<file path="src/hdl/rld_pkg.sv">
package rld_pkg;

  // Result status codes
  localparam logic [2:0] ST_ENTRY   = 3'd0;
  localparam logic [2:0] ST_END     = 3'd1;
  localparam logic [2:0] ST_BAD_HDR = 3'd2;
  localparam logic [2:0] ST_TRUNC   = 3'd3;
  localparam logic [2:0] ST_NEG     = 3'd4;
  localparam logic [2:0] ST_SPAN    = 3'd5;

  // Largest byte count a header nibble may give
  localparam logic [3:0] MAX_FIELD_BYTES = 4'd8;

  // Parser phase
  typedef enum logic [1:0] {
    PH_HEADER,
    PH_COUNT,
    PH_DELTA,
    PH_STOPPED
  } phase_t;

  // Kind of a queued event
  typedef enum logic [1:0] {
    QK_RECORD,
    QK_STATUS,
    QK_MARKER
  } qkind_t;

  typedef struct packed {
    logic [7:0] run_byte;
    logic       end_of_area;
  } rld_in_t;

  typedef struct packed {
    logic [2:0]  status;
    logic [62:0] phys_cluster;
    logic        sparse;
    logic [63:0] run_clusters;
    logic [63:0] first_vcn;
    logic [63:0] end_vcn;
  } rld_out_t;

  // One event handed from the parser to the run tracker
  typedef struct packed {
    qkind_t      kind;
    logic [2:0]  code;
    logic        eoa;
    logic [63:0] run_len;
    logic [63:0] run_len_m1;
    logic [63:0] delta;
  } rld_qent_t;

  // Queue write side
  typedef struct packed {
    logic      valid;
    rld_qent_t ent;
  } rld_push_t;

  // Queue read side
  typedef struct packed {
    logic      valid;
    rld_qent_t ent;
  } rld_head_t;

endpackage

</file>
<file path="src/hdl/rld_front.sv">
module rld_front (
  input  logic             clk,
  input  logic             rst_n,
  input  logic             accept,
  input  rld_pkg::rld_in_t in_data,
  output rld_pkg::rld_push_t push
);
  import rld_pkg::*;

  phase_t      phase_r, phase_nxt;
  logic [3:0]  len_nib_r, len_nib_nxt;
  logic [3:0]  ofs_nib_r, ofs_nib_nxt;
  logic [3:0]  taken_r, taken_nxt;
  logic [63:0] len_acc_r, len_acc_nxt;
  logic [63:0] dly_acc_r, dly_acc_nxt;

  always_ff @(posedge clk) begin
    if (!rst_n) begin
      phase_r   <= PH_HEADER;
      len_nib_r <= '0;
      ofs_nib_r <= '0;
      taken_r   <= '0;
      len_acc_r <= '0;
      dly_acc_r <= '0;
    end else begin
      phase_r   <= phase_nxt;
      len_nib_r <= len_nib_nxt;
      ofs_nib_r <= ofs_nib_nxt;
      taken_r   <= taken_nxt;
      len_acc_r <= len_acc_nxt;
      dly_acc_r <= dly_acc_nxt;
    end
  end

  // Parse one byte, classify it and build the queue event
  always_comb begin
    logic [7:0]  b;
    logic [3:0]  taken_inc;
    logic [63:0] byte_sh;
    logic        complete;
    b          = in_data.run_byte;
    taken_inc  = taken_r + 4'd1;
    byte_sh    = {56'd0, b} << {taken_r[2:0], 3'b000};
    complete   = 1'b0;
    phase_nxt   = phase_r;
    len_nib_nxt = len_nib_r;
    ofs_nib_nxt = ofs_nib_r;
    taken_nxt   = taken_r;
    len_acc_nxt = len_acc_r;
    dly_acc_nxt = dly_acc_r;
    push        = '0;
    push.ent.kind = QK_MARKER;
    if (accept) begin
      case (phase_r)
        PH_HEADER: begin
          if (b == 8'd0) begin
            push.valid    = 1'b1;
            push.ent.kind = QK_STATUS;
            push.ent.code = ST_END;
            phase_nxt     = PH_STOPPED;
          end else if (b[3:0] > MAX_FIELD_BYTES || b[7:4] > MAX_FIELD_BYTES) begin
            push.valid    = 1'b1;
            push.ent.kind = QK_STATUS;
            push.ent.code = ST_BAD_HDR;
            phase_nxt     = PH_STOPPED;
          end else begin
            len_nib_nxt = b[3:0];
            ofs_nib_nxt = b[7:4];
            len_acc_nxt = '0;
            dly_acc_nxt = '0;
            taken_nxt   = '0;
            if (b[3:0] != 4'd0) begin
              phase_nxt = PH_COUNT;
            end else if (b[7:4] != 4'd0) begin
              phase_nxt = PH_DELTA;
            end else begin
              complete = 1'b1;
            end
          end
        end
        PH_COUNT: begin
          len_acc_nxt = len_acc_r | byte_sh;
          taken_nxt   = taken_inc;
          if (taken_inc >= len_nib_r) begin
            if (ofs_nib_r != 4'd0) begin
              phase_nxt = PH_DELTA;
              taken_nxt = '0;
            end else begin
              complete = 1'b1;
            end
          end
        end
        PH_DELTA: begin
          dly_acc_nxt = dly_acc_r | byte_sh;
          taken_nxt   = taken_inc;
          if (taken_inc >= ofs_nib_r) begin
            // sign-extend from the top delta byte
            if (b[7] && ofs_nib_r < MAX_FIELD_BYTES) begin
              dly_acc_nxt = dly_acc_nxt | (~64'd0 << {ofs_nib_r[2:0], 3'b000});
            end
            complete = 1'b1;
          end
        end
        default: begin
        end
      endcase

      if (complete) begin
        push.valid          = 1'b1;
        push.ent.kind       = QK_RECORD;
        push.ent.code       = ST_ENTRY;
        push.ent.run_len    = len_acc_nxt;
        push.ent.run_len_m1 = len_acc_nxt - 64'd1;
        push.ent.delta      = dly_acc_nxt;
        phase_nxt           = PH_HEADER;
      end

      // end of area: flag truncation, always pass a reset mark downstream
      if (in_data.end_of_area) begin
        if (!push.valid) begin
          push.valid = 1'b1;
          if (phase_nxt == PH_COUNT || phase_nxt == PH_DELTA) begin
            push.ent.kind = QK_STATUS;
            push.ent.code = ST_TRUNC;
          end else begin
            push.ent.kind = QK_MARKER;
          end
        end
        push.ent.eoa = 1'b1;
        phase_nxt    = PH_HEADER;
        len_nib_nxt  = '0;
        ofs_nib_nxt  = '0;
        taken_nxt    = '0;
        len_acc_nxt  = '0;
        dly_acc_nxt  = '0;
      end
    end
  end

endmodule

</file>
<file path="src/hdl/rld_queue.sv">
module rld_queue #(
  parameter int DEPTH = 2
) (
  input  logic               clk,
  input  logic               rst_n,
  input  rld_pkg::rld_push_t push,
  input  logic               pop,
  output rld_pkg::rld_head_t head,
  output logic               full
);
  import rld_pkg::*;

  localparam int AW = (DEPTH > 1) ? $clog2(DEPTH) : 1;
  localparam int CW = $clog2(DEPTH + 1);

  rld_qent_t       mem_r [DEPTH];
  logic [AW-1:0]   wr_ptr_r, wr_ptr_nxt;
  logic [AW-1:0]   rd_ptr_r, rd_ptr_nxt;
  logic [CW-1:0]   count_r, count_nxt;
  logic            do_push, do_pop;

  assign do_pop  = pop && (count_r != '0);
  assign do_push = push.valid;
  assign full    = (count_r == CW'(DEPTH));

  assign head.valid = (count_r != '0);
  assign head.ent   = mem_r[rd_ptr_r];

  // pointer and fill count update
  always_comb begin
    wr_ptr_nxt = wr_ptr_r;
    rd_ptr_nxt = rd_ptr_r;
    count_nxt  = count_r;
    if (do_push) begin
      wr_ptr_nxt = (wr_ptr_r == AW'(DEPTH - 1)) ? '0 : wr_ptr_r + AW'(1);
    end
    if (do_pop) begin
      rd_ptr_nxt = (rd_ptr_r == AW'(DEPTH - 1)) ? '0 : rd_ptr_r + AW'(1);
    end
    case ({do_push, do_pop})
      2'b10:   count_nxt = count_r + CW'(1);
      2'b01:   count_nxt = count_r - CW'(1);
      default: count_nxt = count_r;
    endcase
  end

  always_ff @(posedge clk) begin
    if (!rst_n) begin
      wr_ptr_r <= '0;
      rd_ptr_r <= '0;
      count_r  <= '0;
    end else begin
      wr_ptr_r <= wr_ptr_nxt;
      rd_ptr_r <= rd_ptr_nxt;
      count_r  <= count_nxt;
    end
  end

  // entry storage
  always_ff @(posedge clk) begin
    if (do_push) begin
      mem_r[wr_ptr_r] <= push.ent;
    end
  end

endmodule

</file>
<file path="src/hdl/rld_back.sv">
module rld_back (
  input  logic               clk,
  input  logic               rst_n,
  input  logic [63:0]        vcn_span,
  input  rld_pkg::rld_head_t head,
  output logic               pop,
  output logic               out_valid,
  input  logic               out_stall,
  output rld_pkg::rld_out_t  out_data
);
  import rld_pkg::*;

  logic        stopped_r, stopped_nxt;
  logic [63:0] lcn_r, lcn_nxt;
  logic [63:0] vcn_r, vcn_nxt;
  logic        out_valid_r, out_valid_nxt;
  rld_out_t    out_data_r, res;
  logic        emit;
  logic        take;

  assign take      = !out_valid_r || !out_stall;
  assign pop       = head.valid && take;
  assign out_valid = out_valid_r;
  assign out_data  = out_data_r;

  // carry out one event against the running clusters
  always_comb begin
    logic [63:0] lcn_sum;
    logic [63:0] vcn_sum;
    logic [63:0] last;
    lcn_sum     = lcn_r + head.ent.delta;
    vcn_sum     = vcn_r + head.ent.run_len;
    last        = vcn_r + head.ent.run_len_m1;
    stopped_nxt = stopped_r;
    lcn_nxt     = lcn_r;
    vcn_nxt     = vcn_r;
    emit        = 1'b0;
    res         = '0;
    if (pop) begin
      if (!stopped_r) begin
        case (head.ent.kind)
          QK_RECORD: begin
            emit = 1'b1;
            if (lcn_sum[63]) begin
              res.status  = ST_NEG;
              stopped_nxt = 1'b1;
            end else begin
              lcn_nxt = lcn_sum;
              vcn_nxt = vcn_sum;
              if (last > vcn_span) begin
                res.status  = ST_SPAN;
                stopped_nxt = 1'b1;
              end else begin
                res.status       = ST_ENTRY;
                res.sparse       = (head.ent.delta == 64'd0);
                res.phys_cluster = res.sparse ? 63'd0 : lcn_sum[62:0];
                res.run_clusters = head.ent.run_len;
                res.first_vcn    = vcn_r;
                res.end_vcn      = last;
              end
            end
          end
          QK_STATUS: begin
            emit        = 1'b1;
            res.status  = head.ent.code;
            stopped_nxt = 1'b1;
          end
          default: begin
          end
        endcase
      end
      // end of area clears the running state
      if (head.ent.eoa) begin
        stopped_nxt = 1'b0;
        lcn_nxt     = '0;
        vcn_nxt     = '0;
      end
    end
    out_valid_nxt = take ? (pop && emit) : out_valid_r;
  end

  always_ff @(posedge clk) begin
    if (!rst_n) begin
      stopped_r   <= 1'b0;
      lcn_r       <= '0;
      vcn_r       <= '0;
      out_valid_r <= 1'b0;
    end else begin
      stopped_r   <= stopped_nxt;
      lcn_r       <= lcn_nxt;
      vcn_r       <= vcn_nxt;
      out_valid_r <= out_valid_nxt;
    end
  end

  // result register
  always_ff @(posedge clk) begin
    if (pop && emit) begin
      out_data_r <= res;
    end
  end

endmodule

</file>
<file path="src/hdl/run_list_decoder.sv">
// Extent run list decoder. Takes one run list byte per cycle on the in_
// channel and gives one result item per completed record, terminator, bad
// header, truncation, negative cluster or span overrun on the out_ channel,
// none after a non-entry status until end_of_area. A byte parser classifies
// bytes and queues events into a QUEUE_DEPTH-entry queue; a run tracker does
// the 64-bit cluster add and span compare, one event per cycle, into an
// output register. Sustained rate is one byte per cycle; in_stall rises only
// while the queue is full, which happens when out_stall holds results back.
// vcn_span must be written through cfg_ while idle (not enforced). cfg_ready
// is always high. end_of_area resets the stream state but keeps vcn_span.
module run_list_decoder #(
  parameter int QUEUE_DEPTH = 2
) (
  input  logic              clk,
  input  logic              rst_n,
  input  logic              in_valid,
  output logic              in_stall,
  input  rld_pkg::rld_in_t  in_data,
  output logic              out_valid,
  input  logic              out_stall,
  output rld_pkg::rld_out_t out_data,
  input  logic              cfg_valid,
  output logic              cfg_ready,
  input  logic [63:0]       cfg_data
);
  import rld_pkg::*;

  logic [63:0] span_r;
  rld_push_t   push;
  rld_head_t   head;
  logic        pop;
  logic        full;
  logic        accept;

  assign cfg_ready = 1'b1;
  assign in_stall  = full;
  assign accept    = in_valid && !full;

  // span register
  always_ff @(posedge clk) begin
    if (!rst_n) begin
      span_r <= '0;
    end else begin
      if (cfg_valid && cfg_ready) begin
        span_r <= cfg_data;
      end
    end
  end

  rld_front u_front (
    .clk     (clk),
    .rst_n   (rst_n),
    .accept  (accept),
    .in_data (in_data),
    .push    (push)
  );

  rld_queue #(
    .DEPTH (QUEUE_DEPTH)
  ) u_queue (
    .clk   (clk),
    .rst_n (rst_n),
    .push  (push),
    .pop   (pop),
    .head  (head),
    .full  (full)
  );

  rld_back u_back (
    .clk       (clk),
    .rst_n     (rst_n),
    .vcn_span  (span_r),
    .head      (head),
    .pop       (pop),
    .out_valid (out_valid),
    .out_stall (out_stall),
    .out_data  (out_data)
  );

endmodule

</file>
<file path="config.mk">
export PLATFORM = sky130hd
export DESIGN_NAME = run_list_decoder
export DESIGN_NICKNAME = d
export VERILOG_FILES = /design/src/hdl/rld_pkg.sv /design/src/hdl/rld_front.sv /design/src/hdl/rld_queue.sv /design/src/hdl/rld_back.sv /design/src/hdl/run_list_decoder.sv
export SDC_FILE = /design/constraint.sdc
export NUM_CORES = 2
export LEC_CHECK = 0
export BUFFER_PORTS_ARGS = -buffer_cell sky130_fd_sc_hd__buf_2
export CAP_MARGIN = 20
export CORE_MARGIN = 2
export CORE_UTILIZATION = 60
export DETAILED_ROUTE_END_ITERATION = 6
export HOLD_SLACK_MARGIN = 0.06
export PLACE_DENSITY = 0.86
export REMOVE_ABC_BUFFERS = 1
export SYNTH_ARGS = -nofsm -noshare
export SYNTH_HDL_FRONTEND = slang
export SYNTH_SLANG_ARGS = --single-unit
</file>
<file path="constraint.sdc">
create_clock -name clk -period 15.93 [get_ports clk]
set_input_delay 0.7965 -clock clk [delete_from_list [all_inputs] [get_ports clk]]
set_output_delay 0.7965 -clock clk [all_outputs]
set_load 0.02 [all_outputs]
</file>
==> summary.txt <==
Run status
  • Status: finished with violations
  • Failing checks: DRC

Pwr
  • Clock power share: 30.0%
  • P per Cell Area: 145 nW/um2
  • Comb pwr share: 31.7%
  • Peak supply drop: 0.125 mV
  • Switching pwr: 3.03 mW
  • Pleak: 23.6 nW
  • Sw Share: 35.0%
  • Reg power frac: 38.3%
  • Internal: 5.62 mW

Clocking
  • CTS buffer count: 104
  • H-tree depth: 3
  • CTS clk-pin slew, worst paths: 0.06 ns
  • Clk_lat worst skew: 0.70 ns
  • Root Buffer: clkbuf_16
  • CTS max path bufs: 3
  • # Post-CTS Setup Buffers: 0
  • TritonCTS clock tree: built
  • Clock sinks: 993
  • CTS resizes: 0
  • Hold Buf Count CTS: 0

Synthesis
  • Synth Area per Inst: 10.2 um2
  • Mapped Cells: 5,231
  • Main combinational cell family by area after synthesis: simple AND/OR/NAND/NOR gates
  • Flops & latches, synth: 993
  • Post-synth top area share: 36.7%
  • Synth cell types: 92
  • Post-Synth XOR/XNOR Area: 3.63%
  • Mux share of post-synthesis cell area: 5.42%
  • Post-Syn Area: 53,500 um2
  • Register area share after synthesis: 49.4%
  • Asr flop ratio synth: 0%
  • Area leader, netlist: edfxtp_1
  • Post-synth EDFFs: 653
  • Synth Flop Type: edfxtp_1
  • Synth Area in Compound Gates: 15.4%
  • Post-Synth Adder-Cell Area: 6.38%
  • Total number of yosys warnings: 0
  • Post-synthesis simple-gate area fraction: 16.3%
  • Main area contributors after synthesis: edfxtp_1 (37%), dfxtp_1 (13%), ha_1 (6.3%)

STA
  • Final setup vio count: 0
  • Slew headroom: 21.0%
  • Tightest Pin Transition: 1.18 ns
  • Worst Skew: 0.0272 ns
  • Final period utilization: 62.6%
  • Slew Viols, Final: 0
  • Final Hold Viols: 0
  • RSZ-0062 raised after global routing: no
  • Setup TNS: 0 ns
  • Crit path time final: 9.98 ns
  • Max frequency: 0.100 GHz

Setup path
  • Critical Path End: u_back.out_data[49]$_SDFFCE_PP0P_
  • CP Data Arrival Time: 10.52 ns
  • Worst stage delay on the critical path: 0.81 ns
  • Crit path max-delay cell type: a211oi_1
  • Worst setup SP type: flop
  • Worst r2r path cells: 27
  • RR Endpoint: u_back.out_data[49]$_SDFFCE_PP0P_
  • Critical path peak fanout: 103
  • Kind of critical path: flop to flop
  • CP Capture Type: flop
  • R2r setup slk: 5.95 ns
  • Worst Path Required: 16.48 ns

Route
  • Routed Antenna Nets: 0
  • WL met1: 59,400 um
  • Met3 wire length: 13,700 um
  • Metal2 WL: 69,700 um
  • DRT Pass-1 Iters: 7
  • Vias per inst: 6.27
  • WL final: 150,000 um
  • Routed vias: 41,834
  • Top sig layer: met5
  • Initial drt markers: 4,657
  • WL/cell: 22.5 um
  • DRC: 2

Placed design
  • Port buffer count: 338
  • Final GP Congestion: 0.976
  • Hpwl dp: 106,000 um

Cells and area
  • Core Util, Final: 67.4%
  • Fill cell count: 6,555
  • Ant diodes: 0
  • Layout Nets: 5,761
  • Layout area overhead: 11.4%
  • Layout cells sized above 1: 14.5%

Flow run
  • Max cap viols: 0

Floorplan
  • Core Footprint: 88,400 um2
  • I/O pin cnt: 340
  • Initial core utilization: 60.5%
  • Row cnt: 109
  • Chip Width: 303 um
  • Die footprint: 91,600 um2
  • Chip height: 303 um

Hold path
  • Hold Path Class: input port to flop
  • Worst hold start: cfg_data[35]

Global route
  • Global-route wire length before repair: 228,000 um
  • Largest net degree at the start of global routing: 195
  • Vias in the first global route: 40,348
  • Grt total ovfl: 0
  • Initial antenna violation count: 3
  • All-layer global routing usage: 31.9%
## cell usage after synthesis (all sizes together), types with 8 or more instances
cell and number:
mux2i 78, nor2 405, nand3 66, o21a 28, a21o 156, edfxtp 653, a2111oi 10, and4 13
nand4 72, o21bai 58, inv 173, and2 239, mux2 188, nor3b 13, xnor2 132, clkbuf 242
o31ai 18, nand2 309, o211ai 16, dfxtp 340, xor2 90, a21oi 427, a221oi 8, buf 66
nand2b 45, nor3 118, or3 21, nor4 42, a2bb2oi 10, o21ai 280, o2bb2a 26, nor2b 263
ha 268, a31oi 49, or2 9, a22o 11, a22oi 106, a211oi 23, a21boi 22, and3 53
## layer usage
| metal | up-vias | track usage [%] |
|---|---|---|
| met4 | 4 | 14.1 |
| met5 | - | 0 |
| met3 | 413 | 6.41 |
| met1 | 19930 | 42.0 |
| met2 | 2130 | 51.3 |
| li1 | 19357 | - |
## power groups by stage
stage	Clock [mW]	Sequential (mW)	Combinational, mW
after floorplan	0	3.65	1.60
after global placement	0	3.35	2.63
after detailed placement	0	3.36	2.68
after CTS	2.62	3.31	2.70
after global routing	2.72	3.34	2.94
final	2.60	3.31	2.74
## kinds of logic after synthesis
group / after synthesis
buf+inv: 481
compound gates: 1308
flops: 993
simple gates: 1689
mux: 266
other cells: 1
xor+xnor: 222
fa+ha+maj: 271
## area by class of cell
type | instances | area [um2] | area share, %
Inverter | 173 | 657 | 1.10
Multi-Input combinational cell | 3757 | 25300 | 42.5
Timing Repair Buffer | 383 | 2090 | 3.50
Tap cell | 1165 | 1460 | 2.45
Clock inverter | 66 | 826 | 1.39
Sequential cell | 993 | 26400 | 44.3
Clock buffer | 131 | 2850 | 4.78
## flip-flops by register name, indices dropped and copies added, names as in the netlist, named ones only
register and cells:
u_queue.mem_r 394, u_back.out_data 259, span_r 64, u_back.vcn_r 64
u_front.dly_acc_r 64, u_front.len_acc_r 64, u_back.lcn_r 63, u_front.len_nib_r 4
u_front.ofs_nib_r 4, u_front.taken_r 4, u_front.phase_r 2, u_queue.count_r 2
u_back.out_valid 1, u_back.stopped_r 1, u_queue.rd_ptr_r 1, u_queue.wr_ptr_r 1
## stage by stage
step | power (mW) | instance area [um2] | instances | setup slack [ns] | hold slack (ns)
finish | 8.64 | 59600 | 6668 | 5.95 | 0.358
global route | 9.00 | 59600 | 6668 | 5.44 | 0.353
CTS | 8.63 | 59500 | 6665 | 6.12 | 0.331
detailed placement | 6.04 | 55900 | 6468 | 6.18 | 0.445
global placement | 5.98 | 55900 | 6466 | 6.29 | 0.439
floorplan | 5.25 | 52300 | 4923 | 0.356 | 0.432
## worst min path at each step
stage          cells past startpoint  slack [ns]                                  to
2_1_floorplan                      2        0.43       u_back.lcn_r[44]$_SDFFE_PN0P_
3_5_place_dp                       2        0.45  u_front.dly_acc_r[12]$_SDFFE_PN0P_
4_1_cts                            3        0.33             span_r[35]$_SDFFE_PN0P_
6_report                           3        0.36             span_r[35]$_SDFFE_PN0P_
3_3_place_gp                       2        0.44   u_front.dly_acc_r[8]$_SDFFE_PN0P_
5_1_grt                            3        0.35             span_r[35]$_SDFFE_PN0P_
## cell usage in the layout (no fill, tap or decap), types with 106 or more instances in the layout
cell type  Yosys  routed
nand2_1      309     307
buf_2         28     338
nor2b_1      263     263
xnor2_1      132     132
nor3_1       118     118
a22oi_1      106     106
edfxtp_1     653     653
and2_1       239     238
ha_1         268     268
a21o_1       156     156
dfxtp_1      340     339
a21oi_1      424     424
clkbuf_16      0     106
nor2_1       405     400
inv_1        173     172
o21ai_0      264     264
mux2_2       188     188
## critical path, delay by kind of cell, from the launching register on
| family | cells | cell delay, ns |
|---|---|---|
| xor+xnor | 1 | 0.22 |
| buf+inv | 3 | 1.93 |
| flops | 1 | 0.63 |
| fa+ha+maj | 2 | 0.73 |
| compound gates | 12 | 3.77 |
| mux | 2 | 0.54 |
| simple gates | 7 | 1.85 |
(Power assumes the default switching activity.)
